File: src/rtl/feedback_frame_parser_unit_assert.svh
// assertion macros for the feedback frame parser
// used by the top level; expects clk and rst_n in the including scope
`ifndef FEEDBACK_FRAME_PARSER_UNIT_ASSERT_SVH
`define FEEDBACK_FRAME_PARSER_UNIT_ASSERT_SVH

`ifndef ASSERT_OFF
`define FFP_ASSERT_IMPL(lbl, cond, expr) \
  lbl: assert property (@(posedge clk) disable iff (!rst_n) (cond) |-> (expr)) \
    else $error("ffp assertion failed");
`define FFP_ASSERT_NEXT(lbl, cond, expr) \
  lbl: assert property (@(posedge clk) disable iff (!rst_n) (cond) |=> (expr)) \
    else $error("ffp assertion failed");
`else
`define FFP_ASSERT_IMPL(lbl, cond, expr)
`define FFP_ASSERT_NEXT(lbl, cond, expr)
`endif

`endif

File: src/rtl/ffp_pkg.sv
// shared types and constants of the feedback frame parser
// no dependencies
`default_nettype none

package ffp_pkg;

  localparam int QDEPTH = 2;
  localparam int QPTR_W = $clog2(QDEPTH);
  localparam int QCNT_W = $clog2(QDEPTH + 1);

  typedef enum logic [3:0] {
    KIND_UNDECODED     = 4'd0,
    KIND_EMPTY         = 4'd1,
    KIND_UNKNOWN       = 4'd2,
    KIND_TILT          = 4'd3,
    KIND_VELOCITY      = 4'd4,
    KIND_WHEEL_DISPL   = 4'd5,
    KIND_FWD_YAW_DISPL = 4'd6,
    KIND_TORQUE        = 4'd7,
    KIND_STATUS        = 4'd8,
    KIND_HEARTBEAT     = 4'd9
  } msg_kind_t;

  // one completed frame, checksum not yet checked
  typedef struct packed {
    logic [12:0] sum;
    logic [7:0]  chk;
    logic        chan_b;
    logic [10:0] msg_id;
    logic [15:0] word_a;
    logic [15:0] word_b;
    logic [15:0] word_c;
    logic [15:0] word_d;
  } frame_rec_t;

  typedef struct packed {
    logic              empty;
    logic              full;
    logic [QCNT_W-1:0] count;
  } q_status_t;

endpackage

`default_nettype wire

File: src/rtl/ffp_front.sv
// front end: frame hunting, byte capture and running sum
// depends on ffp_pkg
`default_nettype none

module ffp_front (
  input  wire logic               clk,
  input  wire logic               rst_n,
  input  wire logic               take,
  input  wire logic [7:0]         rx_byte,
  output logic                    push,
  output ffp_pkg::frame_rec_t     rec
);

  localparam logic [7:0] SYNC0  = 8'hF0;
  localparam logic [7:0] SYNC1  = 8'h55;
  localparam logic [7:0] CHAN_A = 8'hAA;
  localparam logic [7:0] CHAN_B = 8'hBB;

  localparam logic [4:0] POS_SYNC0 = 5'd0;
  localparam logic [4:0] POS_SYNC1 = 5'd1;
  localparam logic [4:0] POS_CHAN  = 5'd2;
  localparam logic [4:0] POS_ID_HI = 5'd4;
  localparam logic [4:0] POS_ID_LO = 5'd5;
  localparam logic [4:0] POS_WA_HI = 5'd9;
  localparam logic [4:0] POS_WA_LO = 5'd10;
  localparam logic [4:0] POS_WB_HI = 5'd11;
  localparam logic [4:0] POS_WB_LO = 5'd12;
  localparam logic [4:0] POS_WC_HI = 5'd13;
  localparam logic [4:0] POS_WC_LO = 5'd14;
  localparam logic [4:0] POS_WD_HI = 5'd15;
  localparam logic [4:0] POS_WD_LO = 5'd16;
  localparam logic [4:0] POS_LAST  = 5'd17;

  logic [4:0]  pos_r, pos_nxt;
  logic [12:0] sum_r, sum_nxt;
  logic [12:0] sum_add;
  logic        chan_b_r;
  logic [10:0] id_r;
  logic [15:0] word_a_r, word_b_r, word_c_r, word_d_r;

  assign sum_add = sum_r + {5'd0, rx_byte};

  always_comb begin
    pos_nxt = pos_r;
    sum_nxt = sum_r;
    push    = 1'b0;
    if (take) begin
      case (pos_r)
        POS_SYNC0: begin
          if (rx_byte == SYNC0) begin
            pos_nxt = POS_SYNC1;
            sum_nxt = {5'd0, rx_byte};
          end else begin
            pos_nxt = POS_SYNC0;
          end
        end
        POS_SYNC1: begin
          if (rx_byte == SYNC1) begin
            pos_nxt = POS_CHAN;
            sum_nxt = sum_add;
          end else begin
            pos_nxt = POS_SYNC0;
          end
        end
        POS_CHAN: begin
          if (rx_byte == CHAN_A || rx_byte == CHAN_B) begin
            pos_nxt = pos_r + 5'd1;
            sum_nxt = sum_add;
          end else begin
            pos_nxt = POS_SYNC0;
          end
        end
        POS_LAST: begin
          push    = 1'b1;
          pos_nxt = POS_SYNC0;
          sum_nxt = '0;
        end
        default: begin
          if (pos_r > POS_LAST) begin
            pos_nxt = POS_SYNC0;
          end else begin
            pos_nxt = pos_r + 5'd1;
            sum_nxt = sum_add;
          end
        end
      endcase
    end
  end

  always_ff @(posedge clk) begin
    if (!rst_n) begin
      pos_r <= POS_SYNC0;
      sum_r <= '0;
    end else begin
      pos_r <= pos_nxt;
      sum_r <= sum_nxt;
    end
  end

  // only the bytes that reach the result are kept
  always_ff @(posedge clk) begin
    if (take) begin
      case (pos_r)
        POS_CHAN:  chan_b_r        <= (rx_byte == CHAN_B);
        POS_ID_HI: id_r[10:3]      <= rx_byte;
        POS_ID_LO: id_r[2:0]       <= rx_byte[7:5];
        POS_WA_HI: word_a_r[15:8]  <= rx_byte;
        POS_WA_LO: word_a_r[7:0]   <= rx_byte;
        POS_WB_HI: word_b_r[15:8]  <= rx_byte;
        POS_WB_LO: word_b_r[7:0]   <= rx_byte;
        POS_WC_HI: word_c_r[15:8]  <= rx_byte;
        POS_WC_LO: word_c_r[7:0]   <= rx_byte;
        POS_WD_HI: word_d_r[15:8]  <= rx_byte;
        POS_WD_LO: word_d_r[7:0]   <= rx_byte;
        default: ;
      endcase
    end
  end

  always_comb begin
    rec.sum    = sum_r;
    rec.chk    = rx_byte;
    rec.chan_b = chan_b_r;
    rec.msg_id = id_r;
    rec.word_a = word_a_r;
    rec.word_b = word_b_r;
    rec.word_c = word_c_r;
    rec.word_d = word_d_r;
  end

endmodule

`default_nettype wire

File: src/rtl/ffp_queue.sv
// short frame queue between the front end and the back end
// depends on ffp_pkg
`default_nettype none

module ffp_queue (
  input  wire logic                clk,
  input  wire logic                rst_n,
  input  wire logic                push,
  input  wire ffp_pkg::frame_rec_t push_rec,
  input  wire logic                pop,
  output ffp_pkg::frame_rec_t      head,
  output ffp_pkg::q_status_t       stat
);

  localparam int QD = ffp_pkg::QDEPTH;
  localparam int PW = (ffp_pkg::QPTR_W < 1) ? 1 : ffp_pkg::QPTR_W;
  localparam int CW = ffp_pkg::QCNT_W;
  localparam logic [PW-1:0] PTR_LAST = PW'(QD - 1);
  localparam logic [CW-1:0] CNT_FULL = CW'(QD);

  ffp_pkg::frame_rec_t slot_r [QD];
  logic [PW-1:0] wr_ptr_r, rd_ptr_r;
  logic [CW-1:0] count_r;
  logic          do_push, do_pop;

  assign do_push = push && (count_r != CNT_FULL);
  assign do_pop  = pop && (count_r != '0);

  always_ff @(posedge clk) begin
    if (do_push) begin
      slot_r[wr_ptr_r] <= push_rec;
    end
  end

  always_ff @(posedge clk) begin
    if (!rst_n) begin
      wr_ptr_r <= '0;
      rd_ptr_r <= '0;
      count_r  <= '0;
    end else begin
      if (do_push) begin
        wr_ptr_r <= (wr_ptr_r == PTR_LAST) ? '0 : wr_ptr_r + PW'(1);
      end
      if (do_pop) begin
        rd_ptr_r <= (rd_ptr_r == PTR_LAST) ? '0 : rd_ptr_r + PW'(1);
      end
      if (do_push && !do_pop) begin
        count_r <= count_r + CW'(1);
      end else if (do_pop && !do_push) begin
        count_r <= count_r - CW'(1);
      end
    end
  end

  assign head       = slot_r[rd_ptr_r];
  assign stat.empty = (count_r == '0);
  assign stat.full  = (count_r == CNT_FULL);
  assign stat.count = count_r;

endmodule

`default_nettype wire

File: src/rtl/ffp_back.sv
// back end: checksum fold, message classification and output register
// depends on ffp_pkg
`default_nettype none

module ffp_back (
  input  wire logic                clk,
  input  wire logic                rst_n,
  input  wire ffp_pkg::frame_rec_t head,
  input  wire logic                q_empty,
  output logic                     pop,
  output logic                     out_valid,
  input  wire logic                out_stall,
  output logic                     out_checksum_ok,
  output logic                     out_channel_b,
  output logic [10:0]              out_message_id,
  output logic [15:0]              out_word_a,
  output logic [15:0]              out_word_b,
  output logic [15:0]              out_word_c,
  output logic [15:0]              out_word_d,
  output logic [3:0]               out_msg_kind
);

  localparam logic [10:0] ID_EMPTY_A = 11'h400;
  localparam logic [10:0] ID_TILT    = 11'h401;
  localparam logic [10:0] ID_VEL     = 11'h402;
  localparam logic [10:0] ID_WHEEL   = 11'h403;
  localparam logic [10:0] ID_FWD_YAW = 11'h404;
  localparam logic [10:0] ID_TORQUE  = 11'h405;
  localparam logic [10:0] ID_STATUS  = 11'h406;
  localparam logic [10:0] ID_EMPTY_B = 11'h407;
  localparam logic [10:0] ID_HEART   = 11'h680;
  localparam logic [10:0] ID_EMPTY_C = 11'h688;

  logic                valid_r;
  logic                ok_r, chan_b_r;
  logic [10:0]         id_r;
  logic [15:0]         wa_r, wb_r, wc_r, wd_r;
  ffp_pkg::msg_kind_t  kind_r, kind_nxt, id_kind;
  logic [8:0]          fold1, fold2;
  logic [7:0]          csum;
  logic                ok_nxt;

  // fold carries above bit 7 back in twice, then negate
  assign fold1  = {1'b0, head.sum[7:0]} + {4'd0, head.sum[12:8]};
  assign fold2  = {1'b0, fold1[7:0]} + {8'd0, fold1[8]};
  assign csum   = 8'd0 - fold2[7:0];
  assign ok_nxt = (csum == head.chk);

  always_comb begin
    unique case (head.msg_id) inside
      ID_EMPTY_A, ID_EMPTY_B, ID_EMPTY_C: id_kind = ffp_pkg::KIND_EMPTY;
      ID_TILT:    id_kind = ffp_pkg::KIND_TILT;
      ID_VEL:     id_kind = ffp_pkg::KIND_VELOCITY;
      ID_WHEEL:   id_kind = ffp_pkg::KIND_WHEEL_DISPL;
      ID_FWD_YAW: id_kind = ffp_pkg::KIND_FWD_YAW_DISPL;
      ID_TORQUE:  id_kind = ffp_pkg::KIND_TORQUE;
      ID_STATUS:  id_kind = ffp_pkg::KIND_STATUS;
      ID_HEART:   id_kind = ffp_pkg::KIND_HEARTBEAT;
      default:    id_kind = ffp_pkg::KIND_UNKNOWN;
    endcase
    kind_nxt = (ok_nxt && !head.chan_b) ? id_kind : ffp_pkg::KIND_UNDECODED;
  end

  assign pop = !q_empty && (!valid_r || !out_stall);

  always_ff @(posedge clk) begin
    if (!rst_n) begin
      valid_r <= 1'b0;
    end else if (pop) begin
      valid_r <= 1'b1;
    end else if (!out_stall) begin
      valid_r <= 1'b0;
    end
  end

  always_ff @(posedge clk) begin
    if (pop) begin
      ok_r     <= ok_nxt;
      chan_b_r <= head.chan_b;
      id_r     <= head.msg_id;
      wa_r     <= head.word_a;
      wb_r     <= head.word_b;
      wc_r     <= head.word_c;
      wd_r     <= head.word_d;
      kind_r   <= kind_nxt;
    end
  end

  assign out_valid       = valid_r;
  assign out_checksum_ok = ok_r;
  assign out_channel_b   = chan_b_r;
  assign out_message_id  = id_r;
  assign out_word_a      = wa_r;
  assign out_word_b      = wb_r;
  assign out_word_c      = wc_r;
  assign out_word_d      = wd_r;
  assign out_msg_kind    = kind_r;

endmodule

`default_nettype wire

File: src/rtl/feedback_frame_parser_unit.sv
// top level of the feedback frame parser: front end, frame queue, back end
// depends on ffp_pkg, ffp_front, ffp_queue, ffp_back and the assertion header
`default_nettype none

// Takes one received byte per clock while in_stall is low and hunts for
// 18-byte frames starting F0 55 AA/BB. The byte that completes a frame is
// taken in its cycle and its result passes through the frame queue and the
// output register to the out_ side. in_stall rises only when the two-entry
// frame queue between the front end and the output register is full, which
// happens only when out_stall holds results back. Message id, words and channel
// always carry the raw frame; msg_kind is zero on a bad checksum or channel BB.
module feedback_frame_parser_unit (
  input  wire logic        clk,
  input  wire logic        rst_n,
  input  wire logic        in_valid,
  output logic             in_stall,
  input  wire logic [7:0]  in_rx_byte,
  output logic             out_valid,
  input  wire logic        out_stall,
  output logic             out_checksum_ok,
  output logic             out_channel_b,
  output logic [10:0]      out_message_id,
  output logic [15:0]      out_word_a,
  output logic [15:0]      out_word_b,
  output logic [15:0]      out_word_c,
  output logic [15:0]      out_word_d,
  output logic [3:0]       out_msg_kind
);

`include "feedback_frame_parser_unit_assert.svh"

  logic                 take;
  logic                 push;
  logic                 pop;
  ffp_pkg::frame_rec_t  push_rec;
  ffp_pkg::frame_rec_t  head;
  ffp_pkg::q_status_t   q_stat;

  assign in_stall = q_stat.full;
  assign take     = in_valid && !in_stall;

  ffp_front u_front (
    .clk     (clk),
    .rst_n   (rst_n),
    .take    (take),
    .rx_byte (in_rx_byte),
    .push    (push),
    .rec     (push_rec)
  );

  ffp_queue u_queue (
    .clk      (clk),
    .rst_n    (rst_n),
    .push     (push),
    .push_rec (push_rec),
    .pop      (pop),
    .head     (head),
    .stat     (q_stat)
  );

  ffp_back u_back (
    .clk             (clk),
    .rst_n           (rst_n),
    .head            (head),
    .q_empty         (q_stat.empty),
    .pop             (pop),
    .out_valid       (out_valid),
    .out_stall       (out_stall),
    .out_checksum_ok (out_checksum_ok),
    .out_channel_b   (out_channel_b),
    .out_message_id  (out_message_id),
    .out_word_a      (out_word_a),
    .out_word_b      (out_word_b),
    .out_word_c      (out_word_c),
    .out_word_d      (out_word_d),
    .out_msg_kind    (out_msg_kind)
  );

  // a decoded kind only on a good frame from channel aa
  `FFP_ASSERT_IMPL(a_kind_needs_good,
                   out_valid && out_msg_kind != ffp_pkg::KIND_UNDECODED,
                   out_checksum_ok && !out_channel_b)
  `FFP_ASSERT_IMPL(a_kind_range, out_valid, out_msg_kind <= ffp_pkg::KIND_HEARTBEAT)
  `FFP_ASSERT_IMPL(a_no_push_full, push, !q_stat.full)
  `FFP_ASSERT_NEXT(a_push_lands, push && !pop, !q_stat.empty)

endmodule

`default_nettype wire

File: config.mk
export PLATFORM = sky130hd
export DESIGN_NAME = feedback_frame_parser_unit
export DESIGN_NICKNAME = d
export VERILOG_FILES = /design/src/rtl/ffp_pkg.sv /design/src/rtl/ffp_front.sv /design/src/rtl/ffp_queue.sv /design/src/rtl/ffp_back.sv /design/src/rtl/feedback_frame_parser_unit.sv
export VERILOG_INCLUDE_DIRS = /design/src /design/src/rtl
export SDC_FILE = /design/constraint.sdc
export NUM_CORES = 1
export LEC_CHECK = 0
export BUFFER_PORTS_ARGS = -buffer_cell sky130_fd_sc_hd__buf_2
export CORE_ASPECT_RATIO = 1.5
export CORE_UTILIZATION = 45
export CTS_CLUSTER_DIAMETER = 200
export DETAILED_ROUTE_END_ITERATION = 8
export PLACE_DENSITY = 0.64
export SLEW_MARGIN = 20
export SYNTH_ARGS = -nofsm -noshare
export SYNTH_HDL_FRONTEND = slang
export SYNTH_SLANG_ARGS = --single-unit
File: constraint.sdc
create_clock -name clk -period 6.95 [get_ports clk]
set_input_delay 0.695 -clock clk [delete_from_list [all_inputs] [get_ports clk]]
set_output_delay 0.695 -clock clk [all_outputs]
set_load 0.02 [all_outputs]
=== Word level (Yosys, flattened, before mapping) ===
Memory sizes are Yosys's and may differ from the RTL's. A register that Yosys moved wholly into a read port is not among the register bits.
Cells that the tools add are included.

* $lt $le $gt $ge: 1
* Reductions and logical operators: 33
* Eq/ne operators: 35
* Add/sub/neg operators: 9
* Mux-type cells: 23

{| class="wikitable"
|+ Operator list
! cell !! number
|-
| 11-bit equality test, second input constant || 10
|-
| 13-bit 2-to-1 mux || 4
|-
| 13-bit case mux with 4 select lines || 1
|-
| 5-bit by 4-bit equality test with 1-bit output, second input constant || 7
|-
| 4-bit case mux with 8 select lines || 1
|-
| 8-bit equality test, second input constant || 3
|-
| 2-bit AND reduction || 11
|-
| 5-bit case mux with 4 select lines || 1
|-
| 13-bit by 8-bit adder with 13-bit output || 1
|-
| 1-bit 2-to-1 mux || 11
|-
| 5-bit by 3-bit equality test with 1-bit output, second input constant || 2
|-
| 5-bit equality test, second input constant || 2
|-
| 5-bit 2-to-1 mux || 2
|-
| 8-bit by 5-bit adder with 9-bit output || 1
|-
| 8-bit by 1-bit adder with 8-bit output || 1
|-
| 8-bit by 7-bit equality test with 1-bit output, second input constant || 1
|-
| 8-bit equality test || 1
|-
| 2-bit by 1-bit inequality test with 1-bit output, second input constant || 4
|-
| 1-bit by 8-bit subtractor with 8-bit output, first input constant || 1
|-
| 1-bit logical AND || 7
|-
| 1-bit zero test || 7
|-
| 2-bit 2-to-1 mux || 3
|-
| 5-bit by 1-bit adder with 5-bit output, second input constant || 1
|-
| 5-bit by 1-bit equality test with 1-bit output, second input constant || 1
|-
| 14 further kinds || 17
|}

* Register bits after elaboration: 180
* Bits of input ports: 12
* Bits in writable memories: 194
* Memories: 1

{| class="wikitable"
|+ Memories
! name !! words !! bits a word !! rd ports !! clocked after memory_dff !! write ports !! RTL line !! text
|-
| u_queue.slot_r || 2 || 97 || 1 || 1 || 1 || ffp_queue.sv:21 || <nowiki>ffp_pkg::frame_rec_t slot_r [QD];</nowiki>
|}

=== Logic depth before layout (Yosys ltp) ===
* Word-level depth: 9
* Depth in mapped cells: 21
* Gate-level depth less buffers: 17

=== By module ===
From an unflattened synthesis, not the netlist that was laid out.

* Cell total of the unflattened synthesis: 790
* Area total of the unflattened synthesis: 14,460.1 um^2

{| class="wikitable"
|+ By module, submodules not included
! module !! cells each !! area each (um^2) !! times used
|-
| ffp_queue || 327 || 7,350.8 || 1
|-
| ffp_front || 284 || 3,930.0 || 1
|-
| ffp_back || 178 || 3,165.5 || 1
|-
| feedback_frame_parser_unit || 1 || 13.8 || 1
|}

=== Worst setup path before layout ===
No wires, ideal clock.

* Path type: input to register
* From: input port in_valid
* To: memory u_queue.slot_r[0][0] in the netlist's numbering, enable pin
* Slack: 1,308 ps
* Data required time: 6,396 ps
* Library setup time: 554 ps
* Data arrival time: 5,088 ps
* Stages: 3
* Cells stage by stage: and2_1 -> nand4_1 -> nor2_1

* Cells in the longest elaborated chain, start to end: 5

{| class="wikitable"
|+ RTL lines
! what !! RTL line !! text
|-
| from (decl) || feedback_frame_parser_unit.sv:15 || <nowiki>input wire logic in_valid,</nowiki>
|-
| 1-bit logical AND || feedback_frame_parser_unit.sv:40 || <nowiki>assign take = in_valid && !in_stall;</nowiki>
|-
| 1-bit 2-to-1 mux || ffp_front.sv:47 || <nowiki>if (take) begin</nowiki>
|-
| 1-bit logical AND || ffp_queue.sv:26 || <nowiki>assign do_push = push && (count_r != CNT_FULL);</nowiki>
|-
| 1-bit 2-to-1 mux || ffp_queue.sv:30 || <nowiki>if (do_push) begin</nowiki>
|-
| 1-bit 2-to-1 mux (not written as such) || ffp_queue.sv:31 || <nowiki>slot_r[wr_ptr_r] <= push_rec;</nowiki>
|-
| to (decl) || ffp_queue.sv:21 ||
|}

Every way passes these cells.

==> flow_summary_export.csv <==
group,metric,value,unit
critical_path,startpoint_type,"register",
clock_tree,cts_buffers,31,
worst_hold_path,min_to,"u_back.out_valid$_SDFFE_PN0P_",
power,power_leakage,5.53,nW
floorplanning,coreArea,0.0311,mm²
logic_synthesis,syn_nets,846,
clock_tree,cts_tree,"built",
routing,drt_iter0_markers,475,
floorplanning,initial_core_util,45.8,%
logic_synthesis,synthCells,804,
critical_path,crit_arrival,5.00,ns
routing,wl_per_cell,18.5,µm
floorplanning,rows,79,
logic_synthesis,syn_avg_cell_area,17.7,µm²
place,dp_hpwl,15200,µm
routing,dr.pass1.iters,4,
cells_and_area,fin_area,0.0162,mm²
place,gp_congestion,0.787,
cells_and_area,antennaDiodeCount,0,
clock_tree,clock_sinks,375,
power,total_power,0.00635,W
critical_path,r2r-end,"u_back.out_msg_kind[0]$_SDFFCE_PN0P_",
logic_synthesis,netlist_area,0.0143,mm²
global_route,grt_pass1_vias,7008,
floorplanning,die_y,220,µm
logic_synthesis,synth.distinct_cells,61,
logic_synthesis,yosysSeqAreaShare,77.3,%
sta,finClkSkew,0.0141,ns
routing,drc,0,
floorplanning,die_w,147,µm
clock_tree,cts_resized,0,
place,post_dp_cell_area,0.0152,mm²
routing,vias,6963,
critical_path,cp-end-kind,"register",
clock_tree,cts_setup_buffers,0,
floorplanning,ios,95,
floorplanning,fp.dieArea,0.0324,mm²
logic_synthesis,async_flop_share,0,%
global_route,grt_usage,15.7,%
power,peakVddDrop,0.236,mV
worst_hold_path,hp-start,"out_stall",
sta,period_share,66.4,%
clock_tree,clockRootBuffer,"clkbuf_16",
routing,ant_nets,0,
clock_tree,hold_buffers,0,
logic_synthesis,ys_seq_elements,375,
logic_synthesis,synth_edf_count,351,
routing,vias_per_cell,5.17,
critical_path,rrSetupSlack,2.33,ns
global_route,grt_pass1_wl,38700,µm
logic_synthesis,ys.warnings.count,0,
global_route,grt_max_degree,70,
critical_path,crit_type,"reg -> reg",
sta,slew_violations,0,
sta,fin_crit,4.62,ns
critical_path,path_max_fanout,36,
sta,fin_setup_tns,0,ns
clock_tree,clkLatencyLatePin,0.58,ns
run_status,status,"finished clean",
global_route,gr-total-overflow,0,
worst_hold_path,min_path_cells,3,
routing,routed_wl,24900,µm
sta,rsz0062_at_grt,"no",
sta,setup-violations-final,0,
power,power_density,391,mW/mm²
sta,slew_headroom,37.5,%
clock_tree,clockBufferDepth,3,
global_route,grt_antenna_before_repair,0,
clock_tree,path_clk_slew,0.07,ns
cells_and_area,drive_above_1_share,26.8,%
cells_and_area,nets,961,
logic_synthesis,ys.flop_type,"edfxtp_1",
place,io_buffers,94,
sta,worst_slew_pin_slew,0.937,ns
cells_and_area,area_growth,13.8,%
sta,max_freq,0.217,GHz
worst_hold_path,worstHoldPathType,"in -> reg",
job,drv_cap,0,
clock_tree,cts_max_level,1,
sta,hold_viol,0,
critical_path,r2r_cells,17,
critical_path,worstPathRequired,7.34,ns
placed cells by master (no fill, tap or decap), drive strengths merged, types with 17 or more instances in the layout:
cell and n:
clkbuf 34, nand2 30, dfxtp 24, edfxtp 351, o21ai 20, ha 28, nor2 39, a21oi 29
buf 103, inv 25, mux2 83, clkinv 17
through the flow:
stage               utilization [%]  worst slack, ns  std cells  hold slack [ns]
floorplan                         -             1.31        804            0.421
global placement               48.9             2.45       1291            0.422
detailed placement             48.9             2.32       1291            0.430
CTS                            52.1             2.29       1346            0.387
global route                   52.1             2.07       1346            0.409
finish                         52.1             2.33       1346            0.413
routing by layer:
| layer | share of wire [%] | GRT usage [%] | wire (µm) | up-vias |
|---|---|---|---|---|
| li1 | - | - | - | 3312 |
| met1 | 40 | 18.5 | 9970 | 3464 |
| met2 | 54 | 29.0 | 13400 | 142 |
| met3 | 3.7 | 1.90 | 925 | 45 |
| met4 | 2.6 | 6.25 | 657 | 0 |
| met5 | 0 | 0 | 0 | - |
logic make-up after synthesis:
logic type,Yosys count,share of synthesized area (%)
multiplexers,97,7.53
flip-flops,375,77.3
AO/OA/AOI/OAI,95,4.25
AND/OR/NAND/NOR,132,4.89
XOR/XNOR,29,1.88
buffers and inverters,46,1.46
adder cells (fa/ha/maj),30,2.74
how the worst max path moves through the flow:
stage	start	endpoint	slack [ns]	cells past startpoint
final	register	u_back.out_msg_kind[0]$_SDFFCE_PN0P_	2.33	17
after global routing	register	u_back.out_msg_kind[0]$_SDFFCE_PN0P_	2.07	17
after CTS	register	u_back.out_msg_kind[0]$_SDFFCE_PN0P_	2.29	17
after detailed placement	register	u_back.out_msg_kind[0]$_SDFFCE_PN0P_	2.32	17
after global placement	register	u_back.out_msg_kind[3]$_SDFFCE_PN0P_	2.45	17
after floorplan	in_valid	u_queue.slot_r[0][0]$_DFFE_PP_	1.31	3
synth_stat cells, types with 3 or more instances:
library cell  count  area [µm²]
nand2_1          30         113
ha_1             28         350
dfxtp_1          24         480
a21boi_0          3        22.5
xor2_1           12         105
o21ai_0          20         100
nor4_1            4        25.0
a22oi_1           3        22.5
a211oi_1          5        37.5
nand2b_1          3        18.8
nand3b_1          6        45.0
a31oi_1           3        18.8
inv_1            25        93.8
buf_4             3        22.5
o22ai_1           4        25.0
a21o_1            5        37.5
nor3_1           15        75.1
or3_1             4        25.0
edfxtp_1        351       10500
nor2_1           39         146
buf_2            13        65.1
o21a_1            5        37.5
a21oi_1          28         140
nand3_1           6        30.0
nor4b_1           4        35.0
mux2_2           83         935
o21bai_1          3        22.5
clkbuf_1          4        15.0
xnor2_1          16         140
mux2i_1          14         140
registers in the layout, summed over array words and instances, names as in the netlist, 2 cells and up, named ones only:
| register | count |
|---|---|
| u_front.word_d_r | 16 |
| u_front.pos_r | 5 |
| u_back.out_word_a | 16 |
| u_front.word_c_r | 16 |
| u_back.out_word_b | 16 |
| u_back.out_word_c | 16 |
| u_queue.slot_r | 194 |
| u_front.word_a_r | 16 |
| u_front.word_b_r | 16 |
| u_front.sum_r | 13 |
| u_back.out_msg_kind | 4 |
| u_front.id_r | 11 |
| u_back.out_message_id | 11 |
| u_queue.count_r | 2 |
| u_back.out_word_d | 16 |
where the power goes:
| part | switching (W) | internal (W) | leakage [nW] |
|---|---|---|---|
| Clock | 0.000759 | 0.000964 | 0.500 |
| Sequential | 0.000121 | 0.00280 | 3.40 |
| Combinational | 0.00105 | 0.000655 | 1.63 |
| Total | 0.00193 | 0.00442 | 5.53 |
critical path: stages (launching register included):
cell      delay, ns
dfxtp_4        0.69
mux2_2         0.40
ha_1           0.23
fa_1           0.43
a211o_1        0.28
a21oi_1        0.13
nor2_1         0.10
nand2_1        0.11
ha_1           0.14
ha_1           0.15
inv_1          0.05
ha_1           0.19
nand2b_1       0.14
a21oi_1        0.22
xor2_1         0.21
mux2i_1        0.10
or4_4          0.55
nor4_1         0.27
cell type report:
cell class | instances | area (µm²)
Sequential cell | 375 | 11000
Timing Repair Buffer | 103 | 538
Fill cell | 2528 | 14900
Multi-Input combinational cell | 383 | 3060
Tap cell | 405 | 507
Inverter | 25 | 95.1
Clock inverter | 21 | 213
Clock buffer | 34 | 787
(Power assumes the default switching activity.)
